[config.mk]
export PLATFORM = sky130hd
export DESIGN_NAME = rtp_h264_fu_a_packetizer_core
export DESIGN_NICKNAME = d
export VERILOG_FILES = /design/src/rtpfu_pkg.sv /design/src/rtpfu_front.sv /design/src/rtpfu_queue.sv /design/src/rtpfu_back.sv /design/src/rtp_h264_fu_a_packetizer_core.sv
export SDC_FILE = /design/constraint.sdc
export NUM_CORES = 1
export LEC_CHECK = 0
export CAP_MARGIN = 20
export CORE_ASPECT_RATIO = 1.75
export CORE_UTILIZATION = 40
export CTS_CLUSTER_SIZE = 30
export DETAILED_ROUTE_END_ITERATION = 16
export DONT_BUFFER_PORTS = 1
export PLACE_DENSITY = 0.54
export SETUP_SLACK_MARGIN = 0.2
export SYNTH_ARGS = -nofsm -noshare
export SYNTH_HDL_FRONTEND = slang
export SYNTH_SLANG_ARGS = --single-unit
[constraint.sdc]
create_clock -name clk -period 12 [get_ports clk]
set_clock_uncertainty 0.15 [all_clocks]
set_input_delay 2.4 -clock clk [delete_from_list [all_inputs] [get_ports clk]]
set_output_delay 2.4 -clock clk [all_outputs]
set_load 0.005 [all_outputs]
[src/rtpfu_pkg.sv]
package rtpfu_pkg;

    // field widths
    localparam int DATA_W        = 8;
    localparam int UNIT_LENGTH_W = 18;
    localparam int LIMIT_W       = 11;
    localparam int KIND_W        = 7;
    localparam int STAMP_W       = 32;
    localparam int SOURCE_W      = 32;
    localparam int SEQ_W         = 16;
    localparam int CFG_INDEX_W   = 3;
    localparam int CFG_DATA_W    = 32;

    localparam int MAX_UNIT_BYTES_DEF = 131072;
    localparam int QUEUE_DEPTH        = 4;

    // register indexes
    localparam logic [CFG_INDEX_W-1:0] CFG_SINGLE_LIMIT = 3'd0;
    localparam logic [CFG_INDEX_W-1:0] CFG_SLICE_LIMIT  = 3'd1;
    localparam logic [CFG_INDEX_W-1:0] CFG_PAYLOAD_KIND = 3'd2;
    localparam logic [CFG_INDEX_W-1:0] CFG_STAMP_STEP   = 3'd3;
    localparam logic [CFG_INDEX_W-1:0] CFG_SOURCE_ID    = 3'd4;

    // reset values
    localparam logic [LIMIT_W-1:0]  RESET_LIMIT  = 11'd1400;
    localparam logic [KIND_W-1:0]   RESET_KIND   = 7'd96;
    localparam logic [STAMP_W-1:0]  RESET_STEP   = 32'd3600;
    localparam logic [SOURCE_W-1:0] RESET_SOURCE = 32'd0;

    // RTP / FU-A constants
    localparam logic [DATA_W-1:0] VERSION_BYTE = 8'h80;
    localparam logic [DATA_W-1:0] FU_A_TYPE    = 8'd28;
    localparam logic [DATA_W-1:0] NRI_MASK     = 8'hE0;
    localparam logic [DATA_W-1:0] TYPE_MASK    = 8'h1F;
    localparam logic [DATA_W-1:0] FU_START_BIT = 8'h80;
    localparam logic [DATA_W-1:0] FU_END_BIT   = 8'h40;

    typedef struct packed {
        logic [DATA_W-1:0]        data_byte;
        logic                     unit_first;
        logic [UNIT_LENGTH_W-1:0] unit_length;
    } in_word_t;

    typedef struct packed {
        logic [DATA_W-1:0] out_byte;
        logic              packet_last;
        logic              run_last;
    } out_word_t;

    typedef struct packed {
        logic [LIMIT_W-1:0]  single_limit;
        logic [LIMIT_W-1:0]  slice_limit;
        logic [KIND_W-1:0]   payload_kind;
        logic [STAMP_W-1:0]  stamp_step;
        logic [SOURCE_W-1:0] source_id;
    } cfg_t;

    typedef enum logic [1:0] {
        CMD_NONE = 2'd0,   // nothing to send
        CMD_BYTE = 2'd1,   // payload byte only
        CMD_HDR  = 2'd2,   // RTP header, then payload byte
        CMD_FU   = 2'd3    // RTP header, FU indicator, FU header, payload byte
    } cmd_kind_t;

    typedef struct packed {
        cmd_kind_t          kind;
        logic [DATA_W-1:0]  data_byte;
        logic               packet_last;
        logic               marker;
        logic [SEQ_W-1:0]   seq;
        logic [STAMP_W-1:0] stamp;
        logic [DATA_W-1:0]  fu_ind;
        logic [DATA_W-1:0]  fu_hdr;
    } cmd_t;

endpackage

[src/rtpfu_front.sv]
module rtpfu_front #(
    parameter int MAX_UNIT_BYTES = rtpfu_pkg::MAX_UNIT_BYTES_DEF
) (
    input  logic               clk,
    input  logic               rst_n,
    input  logic               in_valid,
    output logic               in_stall,
    input  rtpfu_pkg::in_word_t in_word,
    input  rtpfu_pkg::cfg_t    cfg,
    input  logic               q_full,
    output logic               push,
    output rtpfu_pkg::cmd_t    push_word
);

    localparam int REM_W = $clog2(MAX_UNIT_BYTES);
    localparam int LEN_W = $clog2(MAX_UNIT_BYTES + 1);
    localparam int CW    = (LEN_W > rtpfu_pkg::UNIT_LENGTH_W) ? LEN_W
                                                               : rtpfu_pkg::UNIT_LENGTH_W;
    localparam logic [CW-1:0] MAX_LEN = CW'(MAX_UNIT_BYTES);

    logic [rtpfu_pkg::SEQ_W-1:0]   seq_reg, seq_next;
    logic [rtpfu_pkg::STAMP_W-1:0] stamp_reg, stamp_next;
    logic [REM_W-1:0]              rem_reg, rem_next;
    logic [rtpfu_pkg::LIMIT_W-1:0] frag_rem_reg, frag_rem_next;
    logic [rtpfu_pkg::DATA_W-1:0]  hdr_reg, hdr_next;
    logic                          frag_reg, frag_next;
    logic                          first_frag_reg, first_frag_next;

    logic                          accept;
    logic [CW-1:0]                 len_raw, len_cl;
    logic                          frag_new;
    logic [rtpfu_pkg::STAMP_W-1:0] stamp_sum;
    logic [rtpfu_pkg::LIMIT_W-1:0] lim, take, frag_rem_dec;
    logic [REM_W-1:0]              lim_ext, take_ext;
    logic                          new_frag, frag_end;
    rtpfu_pkg::cmd_t               cmd;

    assign in_stall = q_full;
    assign accept   = in_valid && !q_full;

    // length clean-up: zero taken as one, overlong saturated
    assign len_raw   = CW'(in_word.unit_length);
    assign len_cl    = (len_raw == '0) ? CW'(1) :
                       ((len_raw > MAX_LEN) ? MAX_LEN : len_raw);
    assign frag_new  = len_cl > CW'(cfg.single_limit);
    assign stamp_sum = stamp_reg + cfg.stamp_step;

    assign lim          = (cfg.slice_limit == '0) ? rtpfu_pkg::LIMIT_W'(1) : cfg.slice_limit;
    assign lim_ext      = REM_W'(lim);
    assign take_ext     = (rem_reg < lim_ext) ? rem_reg : lim_ext;
    assign take         = take_ext[rtpfu_pkg::LIMIT_W-1:0];
    assign frag_end     = rem_reg <= lim_ext;
    assign new_frag     = frag_rem_reg == '0;
    assign frag_rem_dec = (new_frag ? take : frag_rem_reg) - rtpfu_pkg::LIMIT_W'(1);

    always_comb
    begin
        seq_next        = seq_reg;
        stamp_next      = stamp_reg;
        rem_next        = rem_reg;
        frag_rem_next   = frag_rem_reg;
        hdr_next        = hdr_reg;
        frag_next       = frag_reg;
        first_frag_next = first_frag_reg;

        cmd.kind        = rtpfu_pkg::CMD_NONE;
        cmd.data_byte   = in_word.data_byte;
        cmd.packet_last = 1'b0;
        cmd.marker      = 1'b0;
        cmd.seq         = seq_reg;
        cmd.stamp       = in_word.unit_first ? stamp_sum : stamp_reg;
        cmd.fu_ind      = (hdr_reg & rtpfu_pkg::NRI_MASK) | rtpfu_pkg::FU_A_TYPE;
        cmd.fu_hdr      = (hdr_reg & rtpfu_pkg::TYPE_MASK)
                        | (first_frag_reg ? rtpfu_pkg::FU_START_BIT :
                           (frag_end ? rtpfu_pkg::FU_END_BIT : '0));

        if (in_word.unit_first)
        begin
            stamp_next    = stamp_sum;
            rem_next      = REM_W'(len_cl - CW'(1));
            frag_next     = frag_new;
            frag_rem_next = '0;
            if (!frag_new)
            begin
                cmd.kind        = rtpfu_pkg::CMD_HDR;
                cmd.marker      = 1'b1;
                cmd.packet_last = len_cl == CW'(1);
                seq_next        = seq_reg + 1'b1;
            end
            else
            begin
                hdr_next        = in_word.data_byte;
                first_frag_next = 1'b1;
            end
        end
        else if (rem_reg != '0)
        begin
            rem_next = rem_reg - 1'b1;
            if (!frag_reg)
            begin
                cmd.kind        = rtpfu_pkg::CMD_BYTE;
                cmd.packet_last = rem_reg == REM_W'(1);
            end
            else
            begin
                cmd.kind = rtpfu_pkg::CMD_BYTE;
                if (new_frag)
                begin
                    cmd.kind        = rtpfu_pkg::CMD_FU;
                    seq_next        = seq_reg + 1'b1;
                    first_frag_next = 1'b0;
                end
                frag_rem_next   = frag_rem_dec;
                cmd.packet_last = frag_rem_dec == '0;
            end
        end
    end

    assign push      = accept && (cmd.kind != rtpfu_pkg::CMD_NONE);
    assign push_word = cmd;

    always_ff @(posedge clk or negedge rst_n)
    begin
        if (!rst_n)
        begin
            seq_reg        <= '0;
            stamp_reg      <= '0;
            rem_reg        <= '0;
            frag_rem_reg   <= '0;
            hdr_reg        <= '0;
            frag_reg       <= 1'b0;
            first_frag_reg <= 1'b1;
        end
        else if (accept)
        begin
            seq_reg        <= seq_next;
            stamp_reg      <= stamp_next;
            rem_reg        <= rem_next;
            frag_rem_reg   <= frag_rem_next;
            hdr_reg        <= hdr_next;
            frag_reg       <= frag_next;
            first_frag_reg <= first_frag_next;
        end
    end

endmodule

[src/rtpfu_queue.sv]
module rtpfu_queue (
    input  logic            clk,
    input  logic            rst_n,
    input  logic            push,
    input  rtpfu_pkg::cmd_t push_word,
    output logic            full,
    input  logic            pop,
    output logic            head_valid,
    output rtpfu_pkg::cmd_t head_word
);

    localparam int DEPTH = rtpfu_pkg::QUEUE_DEPTH;
    localparam int PTR_W = $clog2(DEPTH);
    localparam int CNT_W = $clog2(DEPTH + 1);

    rtpfu_pkg::cmd_t  entry_reg [DEPTH];
    logic [PTR_W-1:0] wr_ptr_reg, wr_ptr_next;
    logic [PTR_W-1:0] rd_ptr_reg, rd_ptr_next;
    logic [CNT_W-1:0] count_reg, count_next;
    logic             do_push, do_pop;

    assign full       = count_reg == CNT_W'(DEPTH);
    assign head_valid = count_reg != '0;
    assign head_word  = entry_reg[rd_ptr_reg];
    assign do_push    = push && !full;
    assign do_pop     = pop && head_valid;

    assign wr_ptr_next = (wr_ptr_reg == PTR_W'(DEPTH - 1)) ? '0 : wr_ptr_reg + 1'b1;
    assign rd_ptr_next = (rd_ptr_reg == PTR_W'(DEPTH - 1)) ? '0 : rd_ptr_reg + 1'b1;

    always_comb
    begin
        count_next = count_reg;
        if (do_push && !do_pop)
            count_next = count_reg + 1'b1;
        else if (do_pop && !do_push)
            count_next = count_reg - 1'b1;
    end

    always_ff @(posedge clk)
    begin
        if (do_push)
            entry_reg[wr_ptr_reg] <= push_word;
    end

    always_ff @(posedge clk or negedge rst_n)
    begin
        if (!rst_n)
        begin
            wr_ptr_reg <= '0;
            rd_ptr_reg <= '0;
            count_reg  <= '0;
        end
        else
        begin
            if (do_push)
                wr_ptr_reg <= wr_ptr_next;
            if (do_pop)
                rd_ptr_reg <= rd_ptr_next;
            count_reg <= count_next;
        end
    end

endmodule

[src/rtpfu_back.sv]
module rtpfu_back (
    input  logic                 clk,
    input  logic                 rst_n,
    input  logic                 head_valid,
    input  rtpfu_pkg::cmd_t      head_word,
    output logic                 pop,
    input  rtpfu_pkg::cfg_t      cfg,
    output logic                 out_valid,
    input  logic                 out_stall,
    output rtpfu_pkg::out_word_t out_word
);

    // byte positions within one command
    localparam logic [3:0] POS_VERSION  = 4'd0;
    localparam logic [3:0] POS_KIND     = 4'd1;
    localparam logic [3:0] POS_SEQ_HI   = 4'd2;
    localparam logic [3:0] POS_SEQ_LO   = 4'd3;
    localparam logic [3:0] POS_STAMP_3  = 4'd4;
    localparam logic [3:0] POS_STAMP_2  = 4'd5;
    localparam logic [3:0] POS_STAMP_1  = 4'd6;
    localparam logic [3:0] POS_STAMP_0  = 4'd7;
    localparam logic [3:0] POS_SOURCE_3 = 4'd8;
    localparam logic [3:0] POS_SOURCE_2 = 4'd9;
    localparam logic [3:0] POS_SOURCE_1 = 4'd10;
    localparam logic [3:0] POS_SOURCE_0 = 4'd11;
    localparam logic [3:0] POS_FU_IND   = 4'd12;
    localparam logic [3:0] POS_FU_HDR   = 4'd13;
    localparam logic [3:0] POS_DATA     = 4'd14;

    logic [3:0]           idx_reg, idx_next;
    logic [3:0]           pos;
    logic                 load;
    logic [7:0]           sel_byte;
    logic                 out_valid_reg;
    rtpfu_pkg::out_word_t out_word_reg, out_word_next;

    assign pos  = (head_word.kind == rtpfu_pkg::CMD_BYTE) ? POS_DATA : idx_reg;
    assign load = head_valid && (!out_valid_reg || !out_stall);
    assign pop  = load && (pos == POS_DATA);

    always_comb
    begin
        unique case (pos)
            POS_VERSION:  sel_byte = rtpfu_pkg::VERSION_BYTE;
            POS_KIND:     sel_byte = {head_word.marker, cfg.payload_kind};
            POS_SEQ_HI:   sel_byte = head_word.seq[15:8];
            POS_SEQ_LO:   sel_byte = head_word.seq[7:0];
            POS_STAMP_3:  sel_byte = head_word.stamp[31:24];
            POS_STAMP_2:  sel_byte = head_word.stamp[23:16];
            POS_STAMP_1:  sel_byte = head_word.stamp[15:8];
            POS_STAMP_0:  sel_byte = head_word.stamp[7:0];
            POS_SOURCE_3: sel_byte = cfg.source_id[31:24];
            POS_SOURCE_2: sel_byte = cfg.source_id[23:16];
            POS_SOURCE_1: sel_byte = cfg.source_id[15:8];
            POS_SOURCE_0: sel_byte = cfg.source_id[7:0];
            POS_FU_IND:   sel_byte = head_word.fu_ind;
            POS_FU_HDR:   sel_byte = head_word.fu_hdr;
            POS_DATA:     sel_byte = head_word.data_byte;
            default:      sel_byte = '0;
        endcase
    end

    always_comb
    begin
        out_word_next.out_byte    = sel_byte;
        out_word_next.packet_last = (pos == POS_DATA) && head_word.packet_last;
        out_word_next.run_last    = pos == POS_DATA;

        // single packets skip the FU bytes
        if (pos == POS_DATA)
            idx_next = POS_VERSION;
        else if ((pos == POS_SOURCE_0) && (head_word.kind == rtpfu_pkg::CMD_HDR))
            idx_next = POS_DATA;
        else
            idx_next = pos + 1'b1;
    end

    always_ff @(posedge clk or negedge rst_n)
    begin
        if (!rst_n)
        begin
            idx_reg       <= POS_VERSION;
            out_valid_reg <= 1'b0;
        end
        else
        begin
            if (load)
                idx_reg <= idx_next;
            if (load)
                out_valid_reg <= 1'b1;
            else if (!out_stall)
                out_valid_reg <= 1'b0;
        end
    end

    always_ff @(posedge clk)
    begin
        if (load)
            out_word_reg <= out_word_next;
    end

    assign out_valid = out_valid_reg;
    assign out_word  = out_word_reg;

endmodule

[src/rtp_h264_fu_a_packetizer_core.sv]
// RTP packetiser for H.264 NAL units with FU-A fragmentation. NAL bytes come in one word
// per byte, header byte first, with the unit length on the first word (unit_first = 1).
// Each unit steps the timestamp by stamp_step before use. Units of up to single_limit
// bytes go out as one packet (12-byte RTP header, marker set, then the unit). Longer units
// lose their header byte and are cut into FU-A fragments of at most slice_limit payload
// bytes (zero as one), each with a 12-byte header (marker clear), FU indicator and FU
// header. Output is one packet byte per word, packet_last on the final byte of a packet,
// run_last on the last byte caused by an input word. Rate: the back end emits one byte
// per cycle unless stalled; a plain payload byte yields one output byte, a single
// packet's first byte 13 and a fragment's first byte 15; the front end takes one word per
// cycle while the 4-entry command queue has room, so header bursts are absorbed and
// payload streams at one byte per cycle. A fragmented unit's header byte yields no
// output. Configuration registers are written through cfg_write / cfg_index / cfg_data
// and must only be changed while the block is idle; writes to unused indexes are ignored.
module rtp_h264_fu_a_packetizer_core #(
    parameter int MAX_UNIT_BYTES = rtpfu_pkg::MAX_UNIT_BYTES_DEF
) (
    input  logic                                clk,
    input  logic                                rst_n,
    // input words
    input  logic                                in_valid,
    output logic                                in_stall,
    input  rtpfu_pkg::in_word_t                 in_word,
    // output words
    output logic                                out_valid,
    input  logic                                out_stall,
    output rtpfu_pkg::out_word_t                out_word,
    // configuration writes
    input  logic                                cfg_write,
    input  logic [rtpfu_pkg::CFG_INDEX_W-1:0]   cfg_index,
    input  logic [rtpfu_pkg::CFG_DATA_W-1:0]    cfg_data
);

    rtpfu_pkg::cfg_t cfg_reg;
    rtpfu_pkg::cmd_t push_word;
    rtpfu_pkg::cmd_t head_word;
    logic            push;
    logic            q_full;
    logic            pop;
    logic            head_valid;

    // configuration register file
    always_ff @(posedge clk or negedge rst_n)
    begin
        if (!rst_n)
        begin
            cfg_reg.single_limit <= rtpfu_pkg::RESET_LIMIT;
            cfg_reg.slice_limit  <= rtpfu_pkg::RESET_LIMIT;
            cfg_reg.payload_kind <= rtpfu_pkg::RESET_KIND;
            cfg_reg.stamp_step   <= rtpfu_pkg::RESET_STEP;
            cfg_reg.source_id    <= rtpfu_pkg::RESET_SOURCE;
        end
        else if (cfg_write)
        begin
            unique case (cfg_index)
                rtpfu_pkg::CFG_SINGLE_LIMIT:
                    cfg_reg.single_limit <= cfg_data[rtpfu_pkg::LIMIT_W-1:0];
                rtpfu_pkg::CFG_SLICE_LIMIT:
                    cfg_reg.slice_limit  <= cfg_data[rtpfu_pkg::LIMIT_W-1:0];
                rtpfu_pkg::CFG_PAYLOAD_KIND:
                    cfg_reg.payload_kind <= cfg_data[rtpfu_pkg::KIND_W-1:0];
                rtpfu_pkg::CFG_STAMP_STEP:
                    cfg_reg.stamp_step   <= cfg_data[rtpfu_pkg::STAMP_W-1:0];
                rtpfu_pkg::CFG_SOURCE_ID:
                    cfg_reg.source_id    <= cfg_data[rtpfu_pkg::SOURCE_W-1:0];
                default:
                    cfg_reg <= cfg_reg;
            endcase
        end
    end

    // front: unit tracking, sequence / timestamp, fragment decisions
    rtpfu_front #(
        .MAX_UNIT_BYTES(MAX_UNIT_BYTES)
    ) u_front (
        .clk       (clk),
        .rst_n     (rst_n),
        .in_valid  (in_valid),
        .in_stall  (in_stall),
        .in_word   (in_word),
        .cfg       (cfg_reg),
        .q_full    (q_full),
        .push      (push),
        .push_word (push_word)
    );

    // short command queue decoupling front from serialiser
    rtpfu_queue u_queue (
        .clk        (clk),
        .rst_n      (rst_n),
        .push       (push),
        .push_word  (push_word),
        .full       (q_full),
        .pop        (pop),
        .head_valid (head_valid),
        .head_word  (head_word)
    );

    // back: header / FU byte serialiser with registered output
    rtpfu_back u_back (
        .clk        (clk),
        .rst_n      (rst_n),
        .head_valid (head_valid),
        .head_word  (head_word),
        .pop        (pop),
        .cfg        (cfg_reg),
        .out_valid  (out_valid),
        .out_stall  (out_stall),
        .out_word   (out_word)
    );

endmodule

==> results of run 1 <==
-- worst max-delay path: stages --
cell	delay, ns
sky130_fd_sc_hd__or4_1	0.53
sky130_fd_sc_hd__or2_1	0.29
sky130_fd_sc_hd__o21ai_1	0.52
sky130_fd_sc_hd__nand2_1	0.16
sky130_fd_sc_hd__inv_1	0.10
sky130_fd_sc_hd__ha_1	0.24
sky130_fd_sc_hd__a21o_1	0.18
sky130_fd_sc_hd__a21o_1	0.16
sky130_fd_sc_hd__a21oi_1	0.14
sky130_fd_sc_hd__o211ai_1	0.11
sky130_fd_sc_hd__a21oi_1	0.21
sky130_fd_sc_hd__o211ai_1	0.26
sky130_fd_sc_hd__inv_1	0.25
sky130_fd_sc_hd__o21a_1	0.31
sky130_fd_sc_hd__and2_4	0.37
sky130_fd_sc_hd__buf_4	0.69
-- Yosys cell counts, types with 7 or more instances --
master | instances | area (µm²)
sky130_fd_sc_hd__xnor2_1 | 39 | 342
sky130_fd_sc_hd__a221oi_1 | 8 | 70.1
sky130_fd_sc_hd__clkbuf_1 | 61 | 229
sky130_fd_sc_hd__a21oi_1 | 58 | 290
sky130_fd_sc_hd__buf_1 | 11 | 41.3
sky130_fd_sc_hd__a22oi_1 | 19 | 143
sky130_fd_sc_hd__o21ai_0 | 70 | 350
sky130_fd_sc_hd__edfxtp_1 | 290 | 8710
sky130_fd_sc_hd__and3_1 | 18 | 113
sky130_fd_sc_hd__o22ai_1 | 21 | 131
sky130_fd_sc_hd__a211oi_1 | 10 | 75.1
sky130_fd_sc_hd__nand3_1 | 23 | 115
sky130_fd_sc_hd__nor2_1 | 70 | 263
sky130_fd_sc_hd__xor2_1 | 23 | 201
sky130_fd_sc_hd__dfstp_2 | 19 | 499
sky130_fd_sc_hd__a31oi_1 | 9 | 56.3
sky130_fd_sc_hd__o21ai_1 | 11 | 55.1
sky130_fd_sc_hd__nand2b_1 | 15 | 93.8
sky130_fd_sc_hd__o21bai_1 | 8 | 60.1
sky130_fd_sc_hd__or3_1 | 8 | 50.1
sky130_fd_sc_hd__a21o_1 | 21 | 158
sky130_fd_sc_hd__ha_1 | 70 | 876
sky130_fd_sc_hd__and2_1 | 9 | 56.3
sky130_fd_sc_hd__o221ai_1 | 7 | 61.3
sky130_fd_sc_hd__mux2_2 | 125 | 1410
sky130_fd_sc_hd__a22o_1 | 17 | 149
sky130_fd_sc_hd__mux4_2 | 41 | 923
sky130_fd_sc_hd__mux2i_1 | 60 | 601
sky130_fd_sc_hd__nor3_1 | 47 | 235
sky130_fd_sc_hd__nor4_1 | 14 | 87.6
sky130_fd_sc_hd__dfrtp_1 | 172 | 4300
sky130_fd_sc_hd__nand4_1 | 20 | 125
sky130_fd_sc_hd__nor2b_1 | 18 | 113
sky130_fd_sc_hd__nand2_1 | 165 | 619
sky130_fd_sc_hd__o21a_1 | 9 | 67.6
sky130_fd_sc_hd__inv_1 | 57 | 214
-- final cells by class --
cell class,instances,share of cell area (%)
clock inverter,26,0.941
antenna,3,0.0299
clock buffer,57,4.82
timing repair buffer,20,0.598
multi-input combinational,1128,35.1
inverter,59,0.881
tap,760,3.78
sequential,481,53.8
-- through the flow --
stage	instances	hold WS (ns)	setup slack (ns)
finish	2534	0.352	4.98
global route	2533	0.374	4.60
CTS	2530	0.347	4.97
detailed placement	2447	0.335	4.37
global placement	2446	0.327	4.43
floorplan	1743	0.291	4.51
-- cell usage in the layout, fill, tap and decap left out, types with 9 or more instances in the layout --
cell type / count
sky130_fd_sc_hd__edfxtp_1: 290
sky130_fd_sc_hd__dfrtp_1: 170
sky130_fd_sc_hd__nand2_1: 165
sky130_fd_sc_hd__mux2_2: 125
sky130_fd_sc_hd__o21ai_0: 70
sky130_fd_sc_hd__ha_1: 70
sky130_fd_sc_hd__nor2_1: 69
sky130_fd_sc_hd__mux2i_1: 60
sky130_fd_sc_hd__a21oi_1: 58
sky130_fd_sc_hd__inv_1: 57
sky130_fd_sc_hd__nor3_1: 46
sky130_fd_sc_hd__clkbuf_16: 45
sky130_fd_sc_hd__mux4_2: 41
sky130_fd_sc_hd__xnor2_1: 39
sky130_fd_sc_hd__nand3_1: 23
sky130_fd_sc_hd__xor2_1: 23
sky130_fd_sc_hd__o22ai_1: 21
sky130_fd_sc_hd__a21o_1: 21
sky130_fd_sc_hd__nand4_1: 20
sky130_fd_sc_hd__buf_4: 20
sky130_fd_sc_hd__a22oi_1: 19
sky130_fd_sc_hd__dfstp_2: 19
sky130_fd_sc_hd__nor2b_1: 18
sky130_fd_sc_hd__and3_1: 18
sky130_fd_sc_hd__a22o_1: 17
sky130_fd_sc_hd__nand2b_1: 15
sky130_fd_sc_hd__nor4_1: 14
sky130_fd_sc_hd__clkinv_2: 14
sky130_fd_sc_hd__o21ai_1: 11
sky130_fd_sc_hd__a211oi_1: 10
sky130_fd_sc_hd__o21a_1: 9
sky130_fd_sc_hd__a31oi_1: 9
-- per-layer routing --
| layer | routed length, µm | part of all wire, % | vias to the layer above | global-route usage, % |
|---|---|---|---|---|
| met5 | 0 | 0 | - | 0 |
| met4 | 2610 | 4.1 | 0 | 9.28 |
| met3 | 2290 | 3.6 | 108 | 2.62 |
| met2 | 35000 | 55 | 357 | 42.5 |
| met1 | 23600 | 37 | 7354 | 24.7 |
| li1 | - | - | 6579 | - |
-- kinds of logic after synthesis --
kind of cell	synth area share, %
AND/OR/NAND/NOR	9.62
AO/OA/AOI/OAI	9.68
buffers and inverters	2.25
XOR/XNOR	2.38
adder cells (fa/ha/maj)	4.01
multiplexers	12.8
flip-flops	59.2
-- worst paths after layout --
kind / startpoint / end / slack, ns / cells after the start
setup / recovery: in_word[13] / u_queue.entry_reg[1][70]$_DFFE_PP_ / 4.98 / 16
hold / removal: u_queue.count_reg[2]$_DFFE_PN0P_ / u_queue.count_reg[2]$_DFFE_PN0P_ / 0.35 / 1
setup reg to reg: u_queue.rd_ptr_reg[0]$_DFFE_PN0P_ / u_queue.count_reg[2]$_DFFE_PN0P_ / 7.21 / 13
hold reg to reg: u_queue.count_reg[2]$_DFFE_PN0P_ / u_queue.count_reg[2]$_DFFE_PN0P_ / 0.35 / 1
max in group asynchronous: rst_n / cfg_reg[42]$_DFFE_PN1P_ / 9.94 / 0
min in group asynchronous: rst_n / cfg_reg[80]$_DFFE_PN0P_ / 1.37 / 0
-- power breakdown --
| group | internal, mW | switching [mW] |
|---|---|---|
| logic | 0.939 | 1.40 |
| clock network | 0.785 | 0.635 |
| registers | 2.25 | 0.300 |
| total | 3.98 | 2.34 |
==> metrics list, run 1 <==
- The worst hold path belongs to the class flop to flop.
- In the routed layout, each cell is associated on average with a via count of 5.68.
* Quantity of gates resized following cts: 0
- After synthesis the cells add up to 22800 µm².
- I/O pins: 79
* Overall power of the completed layout: 6.31 mW
- Classification of the worst setup path: primary input to flop
- After clock tree synthesis, the setup repair step added 0 buffers.
- Number of violations reported at the end of detailed-routing iteration 0: 840
- Setup violations remaining at the end of the flow were counted as 0.
* Starting utilization of the core area: 40.6%
* Fin util: 44.7%
- Max Clk Rate: 143 MHz
* Mapped Cells: 1743
- Yosys printed 0 warnings.
- TritonCTS clock tree: built
- Total gr overflow: 0
- Count of hold buffers inserted by post-cts repair: 0
* Startpoint type of the worst setup path: primary input
- Status: complete, no violations
- Slew margin rel.: 39.1%
* Worst-path fanout max: 54
* Count of maximum capacitance violations: 0
- Number of global-route vias before repair: 14.9k
* Max IR drop VDD: 0.130 mV
* Fin area: 25100 µm²
- From synthesis to final layout, the design area changed by 10.1%.
* Dominant register cell in the synthesized netlist: sky130_fd_sc_hd__edfxtp_1
- The die is 318 µm tall.
- STA puts the critical path data arrival time at 7.06 ns.
- CTS clock-pin slew for the worst setup and hold paths: 0.06 ns
- Detailed-routing iteration count for the pre-antenna-repair pass: 5
- Routability-driven placement finished with a final weighted congestion of 0.889.
- For the worst setup path, the data required time is 12.05 ns.
- In the final layout, the multi-input gates occupy 8830 µm².
- Buffers from clock root to sink, at most: 3
- The root buffer cell chosen for the clock tree is sky130_fd_sc_hd__clkbuf_16.
- For this design the static power due to leakage is 9.43 nW.
* Syn Area/Cell: 13.1 µm²
- Entering global routing, the biggest net connects 192 pins.
- Number of register bits inferred by synthesis: 481
- Port buffering added 0 buffers.
* Global-route wire length before repair: 95200 µm
* Final-stage net count: 1874
- Drt wl/cell: 25.1 µm
- Number of antenna-violating nets in the routed design: 0
- In this run, CTS created clock tree buffers numbering 45.
* Slew Viols, Final: 0
- The placed instances occupy a cell area of 23700 µm².
- Clock latency at the later pin of the worst-skew pair: 0.59 ns
- Period utilization: 58.5%
* Final-layout fill cell count: 5097
- Pin slew with the least headroom to its limit: 0.906 ns
- Number of different library cells in the post-synthesis netlist: 78
* Die area: 58000 µm²
- The routed layout has 14.4k vias.
* P per Cell Area: 251 nW/µm²
- Drt drc: 0
- H-Tree Level Count: 2
- Setup repair after global routing left no endpoint under its margin.
* Final-layout setup total negative slack: 0 ns
* Number of hold violations in the final report: 0
- Layout cells sized above 1: 17.2%
- In this run the horizontal extent of the chip is 183 µm.
- Number of flip-flops under the largest register name: 280
- The core region is 56300 µm².
- Fraction of registers with async set/reset: 39.7%
- Sequential area share after synthesis: 59.2%
- Synthesis produced a netlist with a net count of 1882.
- Initial antenna violation count: 2
* Sequential standard cell area: 13500 µm²
* Placed wire-length estimate after detailed placement: 45000 µm
- Global routing used 22.3% of the available tracks across all layers.
- The worst setup path is captured at a flop.
- After layout, the minimum clock period comes to 7.02 ns.
- Row Count: 115
- The routed design has 63500 µm of wire.
- Counting flops with a built-in enable in the synthesized netlist gives 290.
* Number of sinks driven by the clock tree: 481
No activity file was read; power rests on OpenSTA's default activity.
==> run 2, diff against run 1 <==
Settings changed: ABC_AREA from default to 1, PLACE_DENSITY 0.54 to 0.56.
Clock period 12 ns to 6.2 ns, I/O delays scaled along.
==> run 2 against run 1 <==
Net effect:
- clock-buffer cell count is 4 higher
- global-route usage is 1.3 points higher
- worst hold slack worse by 0.13 ns
- sequential share of layout area is 1.3 points lower
- register-to-register slack worse by 5.4 ns
- sequential cell count stayed put
- critical endpoint is now u_queue.entry_reg[3][64]$_DFFE_PP_
- largest cell class unchanged
- largest power group unchanged
==> metrics list, run 2 <==
- P per Cell Area: 479 nW/µm² (was 251 nW/µm²)
- CTS clock-pin slew for the worst setup and hold paths: 0.06 ns (about the same)
- List of most frequent post-synthesis cells: sky130_fd_sc_hd__nand2_1 (447), sky130_fd_sc_hd__o21ai_0 (341), sky130_fd_sc_hd__nor2_1 (302) (was sky130_fd_sc_hd__edfxtp_1 (290), sky130_fd_sc_hd__dfrtp_1 (172), sky130_fd_sc_hd__nand2_1 (165))
* Period utilization: 76.2%
* Library cell with the highest instance count after synthesis: sky130_fd_sc_hd__nand2_1 (was sky130_fd_sc_hd__edfxtp_1)
* Unrepaired setup endpoints after global routing: false (unchanged)
- The count of max-cap constraint violations came to 0 (unchanged).
- Leading cell types in the layout, fill and taps excluded: sky130_fd_sc_hd__nand2_1 (447), sky130_fd_sc_hd__o21ai_0 (341), sky130_fd_sc_hd__nor2_1 (297), sky130_fd_sc_hd__edfxtp_1 (290), sky130_fd_sc_hd__inv_1 (205) (was sky130_fd_sc_hd__edfxtp_1 (290), sky130_fd_sc_hd__dfrtp_1 (170), sky130_fd_sc_hd__nand2_1 (165), sky130_fd_sc_hd__mux2_2 (125))
- The post-route antenna net violation count is 0 (unchanged).
* Sequential standard cell area: 13500 µm² (unchanged)
- Min Clock Period, post-route: 4.72 ns
- The number of slew-limit violations in the final report was 0 (unchanged).
- Fraction of registers with async set/reset: 39.7% (unchanged)
- Floorplan core area: 57500 µm² (was 56300 µm²)
- Fin area: 25700 µm² (was 25100 µm²)
- The number of gates given a new drive strength after cts came to 0 (unchanged).
- Most area-hungry cell type in the Yosys netlist: sky130_fd_sc_hd__edfxtp_1 (unchanged)
* Post-Syn Nets: 2587 (was 1882)
- The number of enable-type register cells in the synthesized netlist came to 290 (unchanged).
- Commonest non-fill, non-tap cell in the layout: sky130_fd_sc_hd__nand2_1 (was sky130_fd_sc_hd__edfxtp_1)
- The routed length on met1 is 26300 µm (was 23600 µm).
- Top post-synthesis cells by area: sky130_fd_sc_hd__edfxtp_1 (37%), sky130_fd_sc_hd__dfrtp_1 (18%), sky130_fd_sc_hd__o21ai_0 (7.3%) (was sky130_fd_sc_hd__edfxtp_1 (38%), sky130_fd_sc_hd__dfrtp_1 (19%), sky130_fd_sc_hd__mux2_2 (6.2%)).
* Number of input and output port buffers inserted: 0 (unchanged)
* TritonCTS clock tree: built (unchanged)
* Placed cell areas: 24200 µm² (was 23700 µm²)
* Starting utilization of the core area: 40.6% (about the same)
- Number of buffers created by CTS: 45 (unchanged)
* Pre-CTS setup slack: 0.856 ns (was 4.37 ns)
- Mapped Cells: 2448 (was 1743)
- Endpoint kind of the worst setup timing path: flop (unchanged)
* Final-stage net count: 2565 (was 1874)
* Number of register bits inferred by synthesis: 481 (unchanged)
- Cell area after technology mapping: 23400 µm² (was 22800 µm²)
- Final std cells w/o fill: 3229 (was 2534)
- Max IR drop VDD: 0.274 mV (was 0.130 mV)
* Global Route Usage Sum: 23.6% (was 22.3%)
* Cell at the root of the clock tree: sky130_fd_sc_hd__clkbuf_16 (unchanged)
- Number of different library cells in the post-synthesis netlist: 61 (was 78)
- Number of violations reported at the end of detailed-routing iteration 0: 1296 (was 840)
- The fraction of the core area covered by cells at the end of the flow was 44.8% (was 44.7%).
- Number of cells in the design after placement: 3145 (was 2447)
- Global-route wire length before repair: 105000 µm (was 95200 µm)
- Final-layout setup total negative slack: 0 ns (unchanged)
- The largest fanout on the critical path came to 29 (was 54).
- The number of failing setup endpoints in the final timing report is 0 (unchanged).
- Die extent in y: 322 µm (was 318 µm)
- The standard-cell row count came to 116 (was 115).
- Status: complete, no violations (unchanged).
- Initial antenna violation count: 0 (was 2)
- Count of warnings emitted by yosys: 0 (unchanged)
- Die X: 185 µm (was 183 µm)
* Via count: 17.4k (was 14.4k)
- Total gr overflow: 0 (unchanged)
- Tightest Hold Check Type: primary input to async pin (was flop to flop)
- The half-perimeter wire length after placement is 48700 µm (was 45000 µm).
* Slew margin rel.: 38.4% (was 39.1%)
* Post-CTS setup buffer count: 0 (unchanged)
- Amount of wire on met2 after detailed routing: 36500 µm (was 35000 µm)
- Syn Area/Cell: 9.54 µm² (was 13.1 µm²)
- Final-layout fill cell count: 5617 (was 5097)
* Area fraction of the dominant cell type after synthesis: 37.3% (was 38.2%)
- I/O pins: 79 (unchanged)
- Worst hold margin: 0.220 ns (was 0.352 ns)
- The maximum number of pins on one net before global-route repair was 192 (unchanged).
- Pin slew with the least headroom to its limit: 0.925 ns (was 0.906 ns)
- The number of design rule violations left after detail routing is 0 (unchanged).
- Sequential area share after synthesis: 57.8% (was 59.2%)
* Clock latency at the later pin of the worst-skew pair: 0.58 ns (was 0.59 ns)
- Required time of the critical path: 6.32 ns (was 12.05 ns)
- Buffers from clock root to sink, at most: 3 (unchanged)
* Number of global-route vias before repair: 17.6k (was 14.9k)
* Worst EP arrival: 4.84 ns (was 7.06 ns)
- The total length of routed met3 wires was 2520 µm (was 2290 µm).
- The fraction of layout instances using a drive strength above 1 came to 7.60% (was 17.2%).
- The number of hold buffers added after CTS came to 0 (unchanged).
* Detailed-routing iteration count for the pre-antenna-repair pass: 5 (unchanged)
* Die area: 59400 µm² (was 58000 µm²)
- The total routed wirelength is 68400 µm (was 63500 µm).
* Placer congestion estimate: 0.922 (was 0.889)
- Max Clk Rate: 212 MHz
* Drt wl/cell: 21.2 µm (was 25.1 µm)
- The multi-input logic area came to 8690 µm² (was 8830 µm²).
* Worst path setup slack after routing: 1.48 ns (was 4.98 ns)
- Overall power of the completed layout: 12.3 mW (was 6.31 mW)
- The main flop type after synthesis is sky130_fd_sc_hd__edfxtp_1 (unchanged).
* Classification of the worst setup path: primary input to flop (unchanged)
- The number of vias per cell after detailed routing came to 5.40 (was 5.68).
* H-Tree Level Count: 2 (unchanged)
* P&R area growth vs syn: 10.2% (was 10.1%)
- The static power due to leakage is 10.5 nW (was 9.43 nW).
- The number of sinks handled by clock tree synthesis came to 481 (unchanged).
- Number of flip-flops under the largest register name: 280 (unchanged)
* Highest routing layer actually used: met4 (unchanged)
* Startpoint type of the worst setup path: primary input (unchanged)
- # diodes: 0 (was 3)
- The final number of hold-violating endpoints came to 0 (unchanged).
run 2: area by class of cell:
| type | instances | area share [%] |
|---|---|---|
| clock buffer | 61 | 4.84 |
| multi-input combinational | 1658 | 33.8 |
| clock inverter | 22 | 0.948 |
| sequential | 481 | 52.5 |
| inverter | 216 | 3.16 |
| timing repair buffer | 24 | 1.04 |
| tap | 767 | 3.73 |
run 2: metal layers:
layer  track usage (%)  vias to the layer above
li1                  -                     8333
met1              26.8                     8542
met2              44.1                      433
met3              2.31                      129
met4              10.4                        0
met5                 0                        -
run 2: cells by family (layout without fill, tap and decap cells):
group,after synthesis,in the layout,synth area share [%]
AO/OA/AOI/OAI,573,573,13.3
XOR/XNOR,54,54,2.06
adder cells (fa/ha/maj),72,72,3.92
buffers and inverters,309,323,5.13
flip-flops,481,481,57.8
multiplexers,9,9,0.434
AND/OR/NAND/NOR,950,950,17.3
run 2: path summary, 6_finish.rpt:
kind                                                         from                            endpoint  slack, ns  cells past startpoint
worst max-delay path                                   in_word[3]  u_queue.entry_reg[3][64]$_DFFE_PP_       1.48                     22
worst min-delay path                                        rst_n     u_front.rem_reg[13]$_DFFE_PN0P_       0.22                      0
worst max register to register  u_queue.rd_ptr_reg[0]$_DFFE_PN0P_        u_back.out_word[9]$_DFFE_PP_       1.81                     13
worst min register to register            cfg_reg[70]$_DFFE_PN1P_             cfg_reg[70]$_DFFE_PN1P_       0.34                      2
max in group asynchronous                                   rst_n             cfg_reg[55]$_DFFE_PN0P_       5.16                      0
min in group clk                          cfg_reg[70]$_DFFE_PN1P_             cfg_reg[70]$_DFFE_PN1P_       0.34                      2
run 2: worst max-delay path, cell delays in order:
cell	delay, ns
sky130_fd_sc_hd__or2_0	0.20
sky130_fd_sc_hd__nor4_1	0.23
sky130_fd_sc_hd__nand4_1	0.13
sky130_fd_sc_hd__nand2_1	0.21
sky130_fd_sc_hd__buf_4	0.23
sky130_fd_sc_hd__nand2_1	0.09
sky130_fd_sc_hd__inv_1	0.07
sky130_fd_sc_hd__ha_1	0.24
sky130_fd_sc_hd__a21oi_1	0.14
sky130_fd_sc_hd__o21ai_0	0.10
sky130_fd_sc_hd__nand2_1	0.08
sky130_fd_sc_hd__o211ai_1	0.09
sky130_fd_sc_hd__nand2_1	0.07
sky130_fd_sc_hd__nand3b_1	0.06
sky130_fd_sc_hd__o21ai_0	0.08
sky130_fd_sc_hd__nand3b_1	0.16
sky130_fd_sc_hd__or2_1	0.25
sky130_fd_sc_hd__o21ai_0	0.07
sky130_fd_sc_hd__nand2_1	0.10
sky130_fd_sc_hd__buf_4	0.21
sky130_fd_sc_hd__nor2_4	0.46
sky130_fd_sc_hd__buf_12	0.28
run 2: power breakdown:
group	leakage [nW]	switching (mW)	internal, mW
Clock	0.731	1.22	1.62
Combinational	4.71	3.21	1.43
Sequential	5.03	0.545	4.31
==> run 3, diff against run 2 <==
Settings changed: PLACE_DENSITY 0.56 to 0.54.
Clock period 6.2 ns to 4.95 ns, I/O delays scaled along.
==> run 3 against run 2 <==
Net effect:
- core utilization is 0.66 points higher
- cell area is 1.5% higher
- final cell count is 0.87% higher
- sequential share of layout area is 0.76 points lower
- worst hold slack worse by 0.10 ns
- setup slack worse by 0.86 ns
- non-clock buffer count is 26 higher
- clock power is 29% higher
- die area stayed put
==> metrics list, run 3 (synthesized netlist as in run 2, its figures left out) <==
- The data required time at the worst endpoint is 5.25 ns (was 6.32 ns).
- The TritonCTS clock tree was built (unchanged).
* Critical Path End: u_queue.count_reg[2]$_DFFE_PN0P_ (was u_queue.entry_reg[3][64]$_DFFE_PP_)
* Max Clk Rate: 231 MHz
* R2r endpoint: u_back.out_word[5]$_DFFE_PP_ (was u_back.out_word[9]$_DFFE_PP_)
* Die extent in y: 322 µm (unchanged)
- The count of max-cap constraint violations came to 0 (unchanged).
* Register-to-register setup slack: 1.01 ns (was 1.81 ns)
- Die area: 59400 µm² (unchanged)
- The type of element capturing the critical path is a flop (unchanged).
- Final-stage net count: 2592 (was 2565)
- Number of antenna-violating nets in the routed design: 0 (unchanged)
- The initial DRC count was 1216 (was 1296).
- Via count: 17.4k (about the same)
- Final-layout setup total negative slack: 0 ns (unchanged)
- Leading cell types in the layout, fill and taps excluded: sky130_fd_sc_hd__nand2_1 (444), sky130_fd_sc_hd__o21ai_0 (338), sky130_fd_sc_hd__nor2_1 (297), sky130_fd_sc_hd__edfxtp_1 (290), sky130_fd_sc_hd__inv_1 (203) (was sky130_fd_sc_hd__nand2_1 (447), sky130_fd_sc_hd__o21ai_0 (341), sky130_fd_sc_hd__nor2_1 (297), sky130_fd_sc_hd__edfxtp_1 (290), sky130_fd_sc_hd__inv_1 (205)).
* Drt drc: 0 (unchanged)
* Min Clock Period, post-route: 4.33 ns
- Number of sinks driven by the clock tree: 481 (unchanged)
- The maximum count of clock buffers along a single path is 3 (unchanged).
- The number of failing setup endpoints in the final timing report is 0 (unchanged).
- Initial antenna violation count: 0 (unchanged)
- Post-CTS setup buffer count: 0 (unchanged)
- Worst hold margin: 0.115 ns (was 0.220 ns)
- The final RePlAce weighted congestion is 0.920 (was 0.922).
* Total gr overflow: 0 (unchanged)
- The total routed wirelength is 70000 µm (was 68400 µm).
- Worst EP arrival: 4.63 ns (was 4.84 ns)
* Worst-path fanout max: 9 (was 29)
- Startpoint of the worst-slack reg-to-reg timing path: u_queue.rd_ptr_reg[0]$_DFFE_PN0P_ (unchanged)
- Slew Viols, Final: 0 (unchanged)
* Unrepaired setup endpoints after global routing: false (unchanged)
* Classification of the worst setup path: primary input to flop (unchanged)
* Number of global-route vias before repair: 17.7k (was 17.6k)
- The area of the core is 57500 µm² (unchanged).
- The post-detailed-route wirelength per cell came to 21.5 µm (was 21.2 µm).
- The cell count after placement came to 3170 (was 3145).
- The worst setup path startpoint is in_word[3] (unchanged).
- The number of antenna repair diodes came to 0 (unchanged).
* Depth of the most critical reg-to-reg path: 14 (was 13)
- Detailed-routing iteration count for the pre-antenna-repair pass: 5 (unchanged)
* Pin slew with the least headroom to its limit: 1.04 ns (was 0.925 ns)
* P per Cell Area: 603 nW/µm² (was 479 nW/µm²)
- Final std cells w/o fill: 3257 (was 3229)
* Final-layout fill cell count: 5571 (was 5617)
* Number of input and output port buffers inserted: 0 (unchanged)
* Layout cells sized above 1: 8.96% (was 7.60%)
- The global-route wire length before repair came to 107000 µm (was 105000 µm).
- The flip-flop count of the largest register after layout came to 280 (unchanged).
- Max IR drop VDD: 0.369 mV (was 0.274 mV)
* Max incr delay on CP: 0.33 ns (was 0.46 ns)
* Leak pwr: 10.7 nW (was 10.5 nW)
- Cell at the root of the clock tree: sky130_fd_sc_hd__clkbuf_16 (unchanged)
- Global Route Usage Sum: 24.0% (was 23.6%)
* CTS clock-pin slew for the worst setup and hold paths: 0.06 ns (about the same)
- In the finished design, the share of the clock period the worst path needs comes to 87.5%.
- The chip width was 185 µm (unchanged).
- I/O pins: 79 (unchanged)
* Startpoint type of the worst setup path: primary input (unchanged)
* Placed wire-length estimate after detailed placement: 50500 µm (was 48700 µm)
* Tightest Hold Check Type: primary input to async pin (unchanged)
* Maximum number of pins on one net before global-route repair: 192 (unchanged)
- Worst path slowest cell: sky130_fd_sc_hd__fa_2 (was sky130_fd_sc_hd__nor2_4)
* Via density per instance: 5.36 (was 5.40)
* Status: complete, no violations (unchanged)
- The synthesis-to-layout area growth is 11.8% (was 10.2%).
* H-Tree Level Count: 2 (unchanged)
- Starting utilization of the core area: 40.6% (unchanged)
- The final number of hold-violating endpoints was 0 (unchanged).
* Slew margin rel.: 30.2% (was 38.4%)
- Clock latency at the later pin of the worst-skew pair: 0.57 ns (was 0.58 ns)
* Row Count: 116 (unchanged)
- The number of gates given a new drive strength after cts was 0 (unchanged).
- Number of buffers created by CTS: 46 (was 45)
- Commonest non-fill, non-tap cell in the layout: sky130_fd_sc_hd__nand2_1 (unchanged)
run 3: cell types whose count changed in the layout (fill, tap and decap cells not counted), sizes merged:
cell,delta
clkinv,-7
inv,+3
buf,+26
clkbuf,+6
run 3: how the worst min path moves through the flow:
stage,startpoint,to,slack (ns),cells after the start
global placement,cfg_reg[68]$_DFFE_PN0P_,cfg_reg[68]$_DFFE_PN0P_,0.32,2
detailed placement,cfg_reg[3]$_DFFE_PN0P_,cfg_reg[3]$_DFFE_PN0P_,0.32,2
floorplan,cfg_reg[3]$_DFFE_PN0P_,cfg_reg[3]$_DFFE_PN0P_,0.30,2
CTS,rst_n,u_back.out_valid$_DFFE_PN0P_,-0.06,0
global route,rst_n,cfg_reg[76]$_DFFE_PN1P_,0.09,0
finish,rst_n,u_queue.count_reg[2]$_DFFE_PN0P_,0.11,1
run 3: cell type report:
type / instances / area, µm² / share of cell area [%]
sequential: 481 / 13500 / 51.8
multi-input combinational: 1658 / 8740 / 33.5
clock buffer: 67 / 1300 / 4.99
tap: 767 / 960 / 3.67
inverter: 216 / 813 / 3.11
timing repair buffer: 50 / 553 / 2.12
clock inverter: 18 / 235 / 0.901
run 3: per-layer routing:
metal	vias up	GRT usage (%)	share of wire, %
met5	-	0	0
met4	0	9.04	3.7
met3	110	2.34	3.0
met2	361	46.0	55
met1	8579	26.9	38
li1	8394	-	-
run 3: stage by stage:
stage	worst slack (ns)	total power [mW]	cell area (µm²)	util (%)
after floorplan	-0.292	9.95	23400	-
after global placement	0.0612	12.0	24500	42.7
after detailed placement	0.0507	12.2	24500	42.7
after CTS	0.647	15.8	26100	45.3
after global routing	0.270	16.8	26100	45.4
final	0.620	15.7	26100	45.4
run 3: power breakdown:
part,total [mW],switching [mW],internal (mW)
Combinational,6.10,4.22,1.87
Clock,3.66,1.56,2.10
Sequential,5.99,0.591,5.40
run 3: critical path, delay by kind of cell:
kind                     cells  cell delay, ns
AO/OA/AOI/OAI                7            0.75
XOR/XNOR                     1            0.14
adder cells (fa/ha/maj)      3            0.71
buffers and inverters        4            0.38
AND/OR/NAND/NOR             11            1.66
